File: config.mk
export PLATFORM = sky130hd
export DESIGN_NAME = packet_deframer_crc32_check_unit
export DESIGN_NICKNAME = d
export VERILOG_FILES = /design/src/hw/rtl/pdc_pkg.sv /design/src/hw/rtl/pdc_front.sv /design/src/hw/rtl/pdc_queue.sv /design/src/hw/rtl/pdc_back.sv /design/src/hw/rtl/packet_deframer_crc32_check_unit.sv
export SDC_FILE = /design/constraint.sdc
export NUM_CORES = 1
export LEC_CHECK = 0
export BUFFER_PORTS_ARGS = -buffer_cell sky130_fd_sc_hd__buf_2
export CAP_MARGIN = 20
export CELL_PAD_IN_SITES_DETAIL_PLACEMENT = 0
export CELL_PAD_IN_SITES_GLOBAL_PLACEMENT = 1
export CORE_MARGIN = 2
export CORE_UTILIZATION = 50
export DETAILED_ROUTE_END_ITERATION = 16
export PLACE_DENSITY_LB_ADDON = 0.1
export SYNTH_ARGS = -nofsm -noshare
export SYNTH_HDL_FRONTEND = slang
export SYNTH_HIERARCHICAL = 1
export SYNTH_SLANG_ARGS = --single-unit
export TNS_END_PERCENT = 10
File: constraint.sdc
create_clock -name clock -period 6.2 [get_ports clock]
set_input_delay 0.31 -clock clock [delete_from_list [all_inputs] [get_ports clock]]
set_output_delay 0.31 -clock clock [all_outputs]
set_load 0.02 [all_outputs]
File: src/hw/rtl/pdc_pkg.sv
// types, constants and the crc update function of the packet deframer
package pdc_pkg;

   localparam int unsigned DATA_W          = 8;
   localparam int unsigned CNT_W           = 9;
   localparam int unsigned HDR_BYTES       = 5;
   localparam int unsigned CRC_BYTES       = 4;
   localparam int unsigned MAX_PAYLOAD_DEF = 255;
   localparam int unsigned QUEUE_DEPTH_DEF = 4;
   localparam int unsigned CSR_IDX_W       = 2;

   localparam logic [CNT_W-1:0] COUNT_MAX = '1;
   localparam logic [31:0]      CRC_POLY  = 32'hEDB8_8320;
   localparam logic [31:0]      CRC_INIT  = 32'hFFFF_FFFF;

   localparam logic [CSR_IDX_W-1:0] CSR_MAGIC_FIRST    = 2'd0;
   localparam logic [CSR_IDX_W-1:0] CSR_MAGIC_SECOND   = 2'd1;
   localparam logic [CSR_IDX_W-1:0] CSR_FORMAT_VERSION = 2'd2;

   localparam logic RESULT_PAYLOAD = 1'b0;
   localparam logic RESULT_VERDICT = 1'b1;

   typedef enum logic [2:0] {
      VERDICT_OK          = 3'd0,
      VERDICT_SHORT       = 3'd1,
      VERDICT_BAD_MAGIC   = 3'd2,
      VERDICT_BAD_VERSION = 3'd3,
      VERDICT_LENGTH      = 3'd4,
      VERDICT_CRC         = 3'd5
   } verdict_type;

   typedef struct packed {
      logic              result_kind;
      logic [DATA_W-1:0] payload_byte;
      logic [DATA_W-1:0] payload_offset;
      verdict_type       verdict;
      logic [DATA_W-1:0] message_type;
      logic [DATA_W-1:0] payload_length;
   } rsp_type;

   function automatic logic [31:0] crc_feed(input logic [31:0] crc, input logic [7:0] b);
      logic [31:0] c;
      c = crc ^ {24'd0, b};
      for (int k = 0; k < 8; k++) begin
         if (c[0]) begin
            c = (c >> 1) ^ CRC_POLY;
         end else begin
            c = c >> 1;
         end
      end
      return c;
   endfunction

endpackage

File: src/hw/rtl/pdc_front.sv
// front end: config registers, header parsing, crc and result classification
module pdc_front #(
   parameter int unsigned MAX_PAYLOAD = pdc_pkg::MAX_PAYLOAD_DEF
) (
   input  logic                         clock,
   input  logic                         reset,
   input  logic                         csr_write_enable,
   input  logic [pdc_pkg::CSR_IDX_W-1:0] csr_index,
   input  logic [pdc_pkg::DATA_W-1:0]    csr_write_data,
   input  logic                         req_valid,
   output logic                         req_ready,
   input  logic [pdc_pkg::DATA_W-1:0]    req_data_byte,
   input  logic                         req_last_byte,
   input  logic                         queue_space,
   output logic                         push_valid,
   output pdc_pkg::rsp_type             push_item
);
   import pdc_pkg::*;

   localparam logic [DATA_W-1:0] MAX_LEN    = DATA_W'(MAX_PAYLOAD);
   localparam logic [CNT_W-1:0]  HDR_CNT    = CNT_W'(HDR_BYTES);
   localparam logic [CNT_W-1:0]  CRC_CNT    = CNT_W'(CRC_BYTES);
   localparam logic [CNT_W-1:0]  FRAME_MIN  = CNT_W'(HDR_BYTES + CRC_BYTES);

   logic [DATA_W-1:0] magic_first_ff, magic_second_ff, format_version_ff;
   logic [CNT_W-1:0]  count_ff, count_in;
   logic              magic_bad_ff, magic_bad_in;
   logic              version_bad_ff, version_bad_in;
   logic [DATA_W-1:0] type_ff, type_in;
   logic [DATA_W-1:0] length_ff, length_in;
   logic [31:0]       crc_ff, crc_in;
   logic [31:0]       tail_ff, tail_in;
   logic              accept, emit;
   logic [CNT_W-1:0]  pos;
   verdict_type       verdict;

   assign req_ready = queue_space;
   assign accept    = req_valid && req_ready;
   assign pos       = count_ff - HDR_CNT;

   always_comb begin
      magic_bad_in   = magic_bad_ff;
      version_bad_in = version_bad_ff;
      type_in        = type_ff;
      length_in      = length_ff;
      if (count_ff == CNT_W'(0) && req_data_byte != magic_first_ff) begin
         magic_bad_in = 1'b1;
      end
      if (count_ff == CNT_W'(1) && req_data_byte != magic_second_ff) begin
         magic_bad_in = 1'b1;
      end
      if (count_ff == CNT_W'(2) && req_data_byte != format_version_ff) begin
         version_bad_in = 1'b1;
      end
      if (count_ff == CNT_W'(3)) begin
         type_in = req_data_byte;
      end
      if (count_ff == CNT_W'(4)) begin
         length_in = req_data_byte;
      end
      emit = (count_ff >= HDR_CNT) && (length_ff <= MAX_LEN) &&
             (pos < {1'b0, length_ff});
      crc_in = (count_ff >= CRC_CNT) ? crc_feed(crc_ff, tail_ff[7:0]) : crc_ff;
      tail_in = {req_data_byte, tail_ff[31:8]};
      count_in = (count_ff == COUNT_MAX) ? COUNT_MAX : count_ff + CNT_W'(1);
   end

   always_comb begin
      if (count_in < FRAME_MIN) begin
         verdict = VERDICT_SHORT;
      end else if (magic_bad_in) begin
         verdict = VERDICT_BAD_MAGIC;
      end else if (version_bad_in) begin
         verdict = VERDICT_BAD_VERSION;
      end else if (length_in > MAX_LEN || count_in != FRAME_MIN + CNT_W'(length_in)) begin
         verdict = VERDICT_LENGTH;
      end else if ((crc_in ^ CRC_INIT) != tail_in) begin
         verdict = VERDICT_CRC;
      end else begin
         verdict = VERDICT_OK;
      end
   end

   always_comb begin
      push_valid               = accept && (req_last_byte || emit);
      push_item.message_type   = type_in;
      push_item.payload_length = length_in;
      if (req_last_byte) begin
         push_item.result_kind    = RESULT_VERDICT;
         push_item.payload_byte   = '0;
         push_item.payload_offset = '0;
         push_item.verdict        = verdict;
      end else begin
         push_item.result_kind    = RESULT_PAYLOAD;
         push_item.payload_byte   = req_data_byte;
         push_item.payload_offset = pos[DATA_W-1:0];
         push_item.verdict        = VERDICT_OK;
      end
   end

   always_ff @(posedge clock) begin
      if (reset) begin
         magic_first_ff    <= '0;
         magic_second_ff   <= '0;
         format_version_ff <= '0;
      end else if (csr_write_enable) begin
         case (csr_index)
            CSR_MAGIC_FIRST:    magic_first_ff    <= csr_write_data;
            CSR_MAGIC_SECOND:   magic_second_ff   <= csr_write_data;
            CSR_FORMAT_VERSION: format_version_ff <= csr_write_data;
            default: ;
         endcase
      end
   end

   always_ff @(posedge clock) begin
      if (reset || (accept && req_last_byte)) begin
         count_ff       <= '0;
         magic_bad_ff   <= 1'b0;
         version_bad_ff <= 1'b0;
         type_ff        <= '0;
         length_ff      <= '0;
         crc_ff         <= CRC_INIT;
         tail_ff        <= '0;
      end else if (accept) begin
         count_ff       <= count_in;
         magic_bad_ff   <= magic_bad_in;
         version_bad_ff <= version_bad_in;
         type_ff        <= type_in;
         length_ff      <= length_in;
         crc_ff         <= crc_in;
         tail_ff        <= tail_in;
      end
   end

endmodule

File: src/hw/rtl/pdc_queue.sv
// small result queue between the front end and the output stage
module pdc_queue #(
   parameter int unsigned DEPTH = pdc_pkg::QUEUE_DEPTH_DEF
) (
   input  logic             clock,
   input  logic             reset,
   input  logic             push,
   input  pdc_pkg::rsp_type push_item,
   output logic             space,
   output logic             head_valid,
   output pdc_pkg::rsp_type head_item,
   input  logic             pop
);
   import pdc_pkg::*;

   localparam int unsigned PTR_W = (DEPTH > 1) ? $clog2(DEPTH) : 1;
   localparam int unsigned FILL_W = $clog2(DEPTH + 1);
   localparam logic [PTR_W-1:0]  LAST_PTR = PTR_W'(DEPTH - 1);
   localparam logic [FILL_W-1:0] FULL     = FILL_W'(DEPTH);

   rsp_type           entry_ff [DEPTH];
   logic [PTR_W-1:0]  wr_ff, rd_ff;
   logic [FILL_W-1:0] fill_ff, fill_in;
   logic              do_pop;

   assign space      = fill_ff != FULL;
   assign head_valid = fill_ff != '0;
   assign head_item  = entry_ff[rd_ff];
   assign do_pop     = pop && head_valid;

   always_comb begin
      fill_in = fill_ff;
      if (push && !do_pop) begin
         fill_in = fill_ff + FILL_W'(1);
      end else if (do_pop && !push) begin
         fill_in = fill_ff - FILL_W'(1);
      end
   end

   always_ff @(posedge clock) begin
      if (push) begin
         entry_ff[wr_ff] <= push_item;
      end
   end

   always_ff @(posedge clock) begin
      if (reset) begin
         wr_ff   <= '0;
         rd_ff   <= '0;
         fill_ff <= '0;
      end else begin
         fill_ff <= fill_in;
         if (push) begin
            wr_ff <= (wr_ff == LAST_PTR) ? '0 : wr_ff + PTR_W'(1);
         end
         if (do_pop) begin
            rd_ff <= (rd_ff == LAST_PTR) ? '0 : rd_ff + PTR_W'(1);
         end
      end
   end

endmodule

File: src/hw/rtl/pdc_back.sv
// output stage: registered result handed to the receiver
module pdc_back (
   input  logic             clock,
   input  logic             reset,
   input  logic             head_valid,
   input  pdc_pkg::rsp_type head_item,
   output logic             pop,
   output logic             rsp_valid,
   input  logic             rsp_ready,
   output pdc_pkg::rsp_type rsp_item
);
   import pdc_pkg::*;

   logic    valid_ff;
   rsp_type item_ff;

   assign pop       = head_valid && (!valid_ff || rsp_ready);
   assign rsp_valid = valid_ff;
   assign rsp_item  = item_ff;

   always_ff @(posedge clock) begin
      if (reset) begin
         valid_ff <= 1'b0;
      end else if (!valid_ff || rsp_ready) begin
         valid_ff <= head_valid;
      end
   end

   always_ff @(posedge clock) begin
      if (pop) begin
         item_ff <= head_item;
      end
   end

endmodule

File: src/hw/rtl/packet_deframer_crc32_check_unit.sv
// top level of the length-prefixed packet deframer with crc-32 check
//
// req channel: one packet byte per item, req_last_byte marks the final byte.
// rsp channel: a payload item for each byte in a payload position (byte and
// offset), and one verdict item on the last byte, with message type and length.
// csr port: magic_first, magic_second and format_version, written by index
// only while the block is idle, as the user ensures; other indexes are ignored.
// throughput: one byte per cycle while the queue has space; the byte-wide crc
// update of the front end completes in the accepting cycle.
// result path: an accepted byte's result is written into the queue, then
// loaded into the output register once that register is empty or taken.
// receiver stall: results collect in the queue; req_ready drops once the
// queue is full and rises again as the receiver takes items.
// reset: config registers clear to zero, packet state returns to its start,
// queue and output stage are emptied.
module packet_deframer_crc32_check_unit #(
   parameter int unsigned MAX_PAYLOAD = pdc_pkg::MAX_PAYLOAD_DEF,
   parameter int unsigned QUEUE_DEPTH = pdc_pkg::QUEUE_DEPTH_DEF
) (
   input  logic                          clock,
   input  logic                          reset,
   input  logic                          csr_write_enable,
   input  logic [pdc_pkg::CSR_IDX_W-1:0] csr_index,
   input  logic [pdc_pkg::DATA_W-1:0]    csr_write_data,
   input  logic                          req_valid,
   output logic                          req_ready,
   input  logic [pdc_pkg::DATA_W-1:0]    req_data_byte,
   input  logic                          req_last_byte,
   output logic                          rsp_valid,
   input  logic                          rsp_ready,
   output logic                          rsp_result_kind,
   output logic [pdc_pkg::DATA_W-1:0]    rsp_payload_byte,
   output logic [pdc_pkg::DATA_W-1:0]    rsp_payload_offset,
   output logic [2:0]                    rsp_verdict,
   output logic [pdc_pkg::DATA_W-1:0]    rsp_message_type,
   output logic [pdc_pkg::DATA_W-1:0]    rsp_payload_length
);
   import pdc_pkg::*;

   logic    queue_space, push_valid, head_valid, pop;
   rsp_type push_item, head_item, rsp_item;

   pdc_front #(.MAX_PAYLOAD(MAX_PAYLOAD)) u_front (
      .clock            (clock),
      .reset            (reset),
      .csr_write_enable (csr_write_enable),
      .csr_index        (csr_index),
      .csr_write_data   (csr_write_data),
      .req_valid        (req_valid),
      .req_ready        (req_ready),
      .req_data_byte    (req_data_byte),
      .req_last_byte    (req_last_byte),
      .queue_space      (queue_space),
      .push_valid       (push_valid),
      .push_item        (push_item)
   );

   pdc_queue #(.DEPTH(QUEUE_DEPTH)) u_queue (
      .clock      (clock),
      .reset      (reset),
      .push       (push_valid),
      .push_item  (push_item),
      .space      (queue_space),
      .head_valid (head_valid),
      .head_item  (head_item),
      .pop        (pop)
   );

   pdc_back u_back (
      .clock      (clock),
      .reset      (reset),
      .head_valid (head_valid),
      .head_item  (head_item),
      .pop        (pop),
      .rsp_valid  (rsp_valid),
      .rsp_ready  (rsp_ready),
      .rsp_item   (rsp_item)
   );

   assign rsp_result_kind    = rsp_item.result_kind;
   assign rsp_payload_byte   = rsp_item.payload_byte;
   assign rsp_payload_offset = rsp_item.payload_offset;
   assign rsp_verdict        = rsp_item.verdict;
   assign rsp_message_type   = rsp_item.message_type;
   assign rsp_payload_length = rsp_item.payload_length;

endmodule

==> impl_results.md <==
* Fin. max-slew vios at 0
* Clock Root Buffer: clkbuf_16
* CP max FO at 14
* Post-synth EDFFs at 180
* Postcts setup bufs at 0
* Commonest non-fill, non-tap cell in the layout: edfxtp_1
* Hold WC Path Type: in2reg
* Ant diodes at 0
* Setup CP Type: reg2reg
* Post-CTS Hold Fix Bufs at 2
* Yosys reg bits at 305
* Fmax at 0.213 GHz
* Clock Latency Late Sink at 0.56 ns
* Number of failing hold endpoints at the final stage at 0
* Total Routing Usage GR at 22.1%
* P&R area growth vs syn at 11.7%
* Sequential power share at 40.4%
* Clock transition at path regs at 0.06 ns
* Unrepaired setup endpoints after global routing: false
* Hold WS at 0.0263 ns
* Grt ovf at 0
* Max Cap Viol at 0
* Crit path arrival time at 5.19 ns
* Status: finished, final reports clean
* TNS Setup at 0 ns
* Ys flop type: edfxtp_1
* Ports at 62
* Register area at 0.00791 mm²
* Pin count of the biggest net entering global routing at 70
* Final Worst Setup Slack at 1.50 ns
* Num CTS Buffers at 31
* Worst slack, placed at 1.54 ns
* Syn_area_per_cell at 12.1 µm²
* Net Sw Power at 0.00213 W
* Post-Syn Area at 0.0140 mm²
* Worst hold path stage count at 3
* Mapped Cells at 1154
* Sequential area share after synthesis at 56.5%
* Power share of the combinational group at 30.3%
* VDD IR max at 0.251 mV
* Critical Path Start Type: register
* Rel. slew slack at 29.3%
* Starting Density at 50.5%
* Synth top area share at 38.6%
* Clock Path Buffers at 3
* Post-DR vias/cell at 5.48
* Core Footprint at 0.0277 mm²
* Power share of the clock group at 29.3%
* Internal power at 0.00446 W
* CTS tree: yes
* Worst-margin pin slew at 1.06 ns
* Fraction of registers with async set/reset at 0%
* Cell count after placement at 1536
* Post-CTS Resized at 0
* Pwr/cell area at 422 mW/mm²
* Initial antenna violation count at 0
* Drt wl/cell at 19.5 µm
* Worst clock skew at 0.0179 ns
* Non-filler cells, final at 1596
* Fin nets at 1237
* Fill cell instance count of the final layout at 2325
* Hpwl dp at 19500 µm
* Unique cell type count in the Yosys netlist at 70
* Period utilization at 75.8%
* Layout cells sized above 1 at 15.8%
* Die area at 0.0294 mm²
* CP endpoint kind: register
* Die span in x at 171 µm
* Sw Ratio at 32.4%
* Yosys warns at 6
* Most frequent cells in the layout: edfxtp_1, nand2_1, dfxtp_1
* Detail Route Antenna Nets at 0
* Die Ht at 171 µm
* Multi-input gate area at 0.00566 mm²
* FP Rows at 61
* Final wirelength at 31200 µm
* Vias in the first global route at 8635
* Period minus WS final at 4.70 ns
* Pleak at 5.70 nW
* Router iterations before antenna repair at 5
* Req. time, crit path at 6.69 ns
* Port bufs at 61
* Initial DRC Count at 575
* H-tree depth at 1
* Worst reg-to-reg path cell count at 19
* Syn_nets at 1198
* Clk sinks at 305
* Global-route wire length before repair at 50000 µm
* Cell taking the most area after synthesis: edfxtp_1
* Via count at 8739
* Setup violators final at 0
* Largest cells by area after synthesis: edfxtp_1, dfxtp_1, xnor2_1
* Residual DRC count at 0
* Gpl congestion at 0.892
[stage by stage]
step,util (%),power (W),instance area (µm²)
after global routing,56.4,0.00696,15600
final,56.4,0.00659,15600
after floorplan,-,0.00423,14000
after CTS,56.4,0.00666,15600
after global placement,52.4,0.00470,14500
after detailed placement,52.5,0.00472,14500
[cells by family after synthesis]
kind of cell | after synthesis | synth area share, %
fa+ha+maj | 20 | 1.84
flops | 305 | 56.5
mux | 90 | 10.1
buf+inv | 96 | 3.26
simple gates | 337 | 11.2
xor+xnor | 154 | 10.2
compound gates | 152 | 6.89
[cell usage after synthesis, drive strengths merged, types with 9 or more instances]
cell type,instances
a211oi,12
nor3,18
mux4,36
xnor2,101
dfxtp,125
mux2,9
clkbuf,44
xor2,49
or3,10
ha,19
nor2,74
edfxtp,180
inv,26
o211ai,21
nor4,11
mux2i,45
a31oi,10
a21oi,61
o21ai,20
nand3,27
buf,26
nand2,145
and2,16
[critical path: stages (launching register included)]
cell	delay [ns]
dfxtp_1	0.62
inv_1	0.16
ha_1	0.44
inv_1	0.12
ha_1	0.28
a21boi_0	0.12
o21a_1	0.19
o21a_1	0.16
o21a_1	0.16
o21a_1	0.16
o21a_1	0.16
o21ai_0	0.16
nand3_1	0.10
a21oi_1	0.46
ha_1	0.28
inv_1	0.07
fa_1	0.38
xor2_1	0.18
or3_1	0.30
a21oi_1	0.13
[sequential cells by signal, indices dropped and copies added, names as in the netlist, named ones only]
register	count
u_queue/entry_ff	144
u_back/rsp_item	36
u_front/crc_ff	32
u_front/tail_ff	32
u_front/count_ff	9
u_front/format_version_ff	8
u_front/length_ff	8
u_front/magic_first_ff	8
u_front/magic_second_ff	8
u_front/type_ff	8
u_queue/fill_ff	3
u_queue/rd_ff	2
u_queue/wr_ff	2
u_back/rsp_valid	1
u_front/magic_bad_ff	1
u_front/version_bad_ff	1
[layer usage]
metal  vias up  part of all wire (%)  GRT usage, %
met2       193                    49          37.7
met4         0                   1.2          4.27
met3        29                   4.2          2.49
li1       4217                     -             -
met1      4300                    46          30.8
met5         -                     0             0
[power by group through the flow]
stage | combinational, W | clock (W) | sequential (W)
detailed placement | 0.00201 | 0 | 0.00270
finish | 0.00200 | 0.00193 | 0.00266
global route | 0.00220 | 0.00206 | 0.00270
floorplan | 0.00140 | 0 | 0.00283
CTS | 0.00202 | 0.00197 | 0.00266
global placement | 0.00201 | 0 | 0.00270
[layout make-up]
type | count | share of cell area (%)
clock inverter | 18 | 1.28
inverter | 26 | 0.624
clock buffer | 40 | 5.56
sequential | 305 | 50.6
multi-input combinational | 753 | 36.2
timing repair buffer | 76 | 2.73
tap | 378 | 3.03
[worst paths after layout]
check	slack, ns	to	from
max reg2reg	1.50	u_queue/fill_ff[2]	u_front/count_ff[0]
max	1.50	u_queue/fill_ff[2]	u_front/count_ff[0]
min	0.03	u_back/rsp_valid	rsp_ready
min reg2reg	0.45	u_front/type_ff[7]	u_front/type_ff[7]
Note: power is estimated with default switching activity, not from simulation.
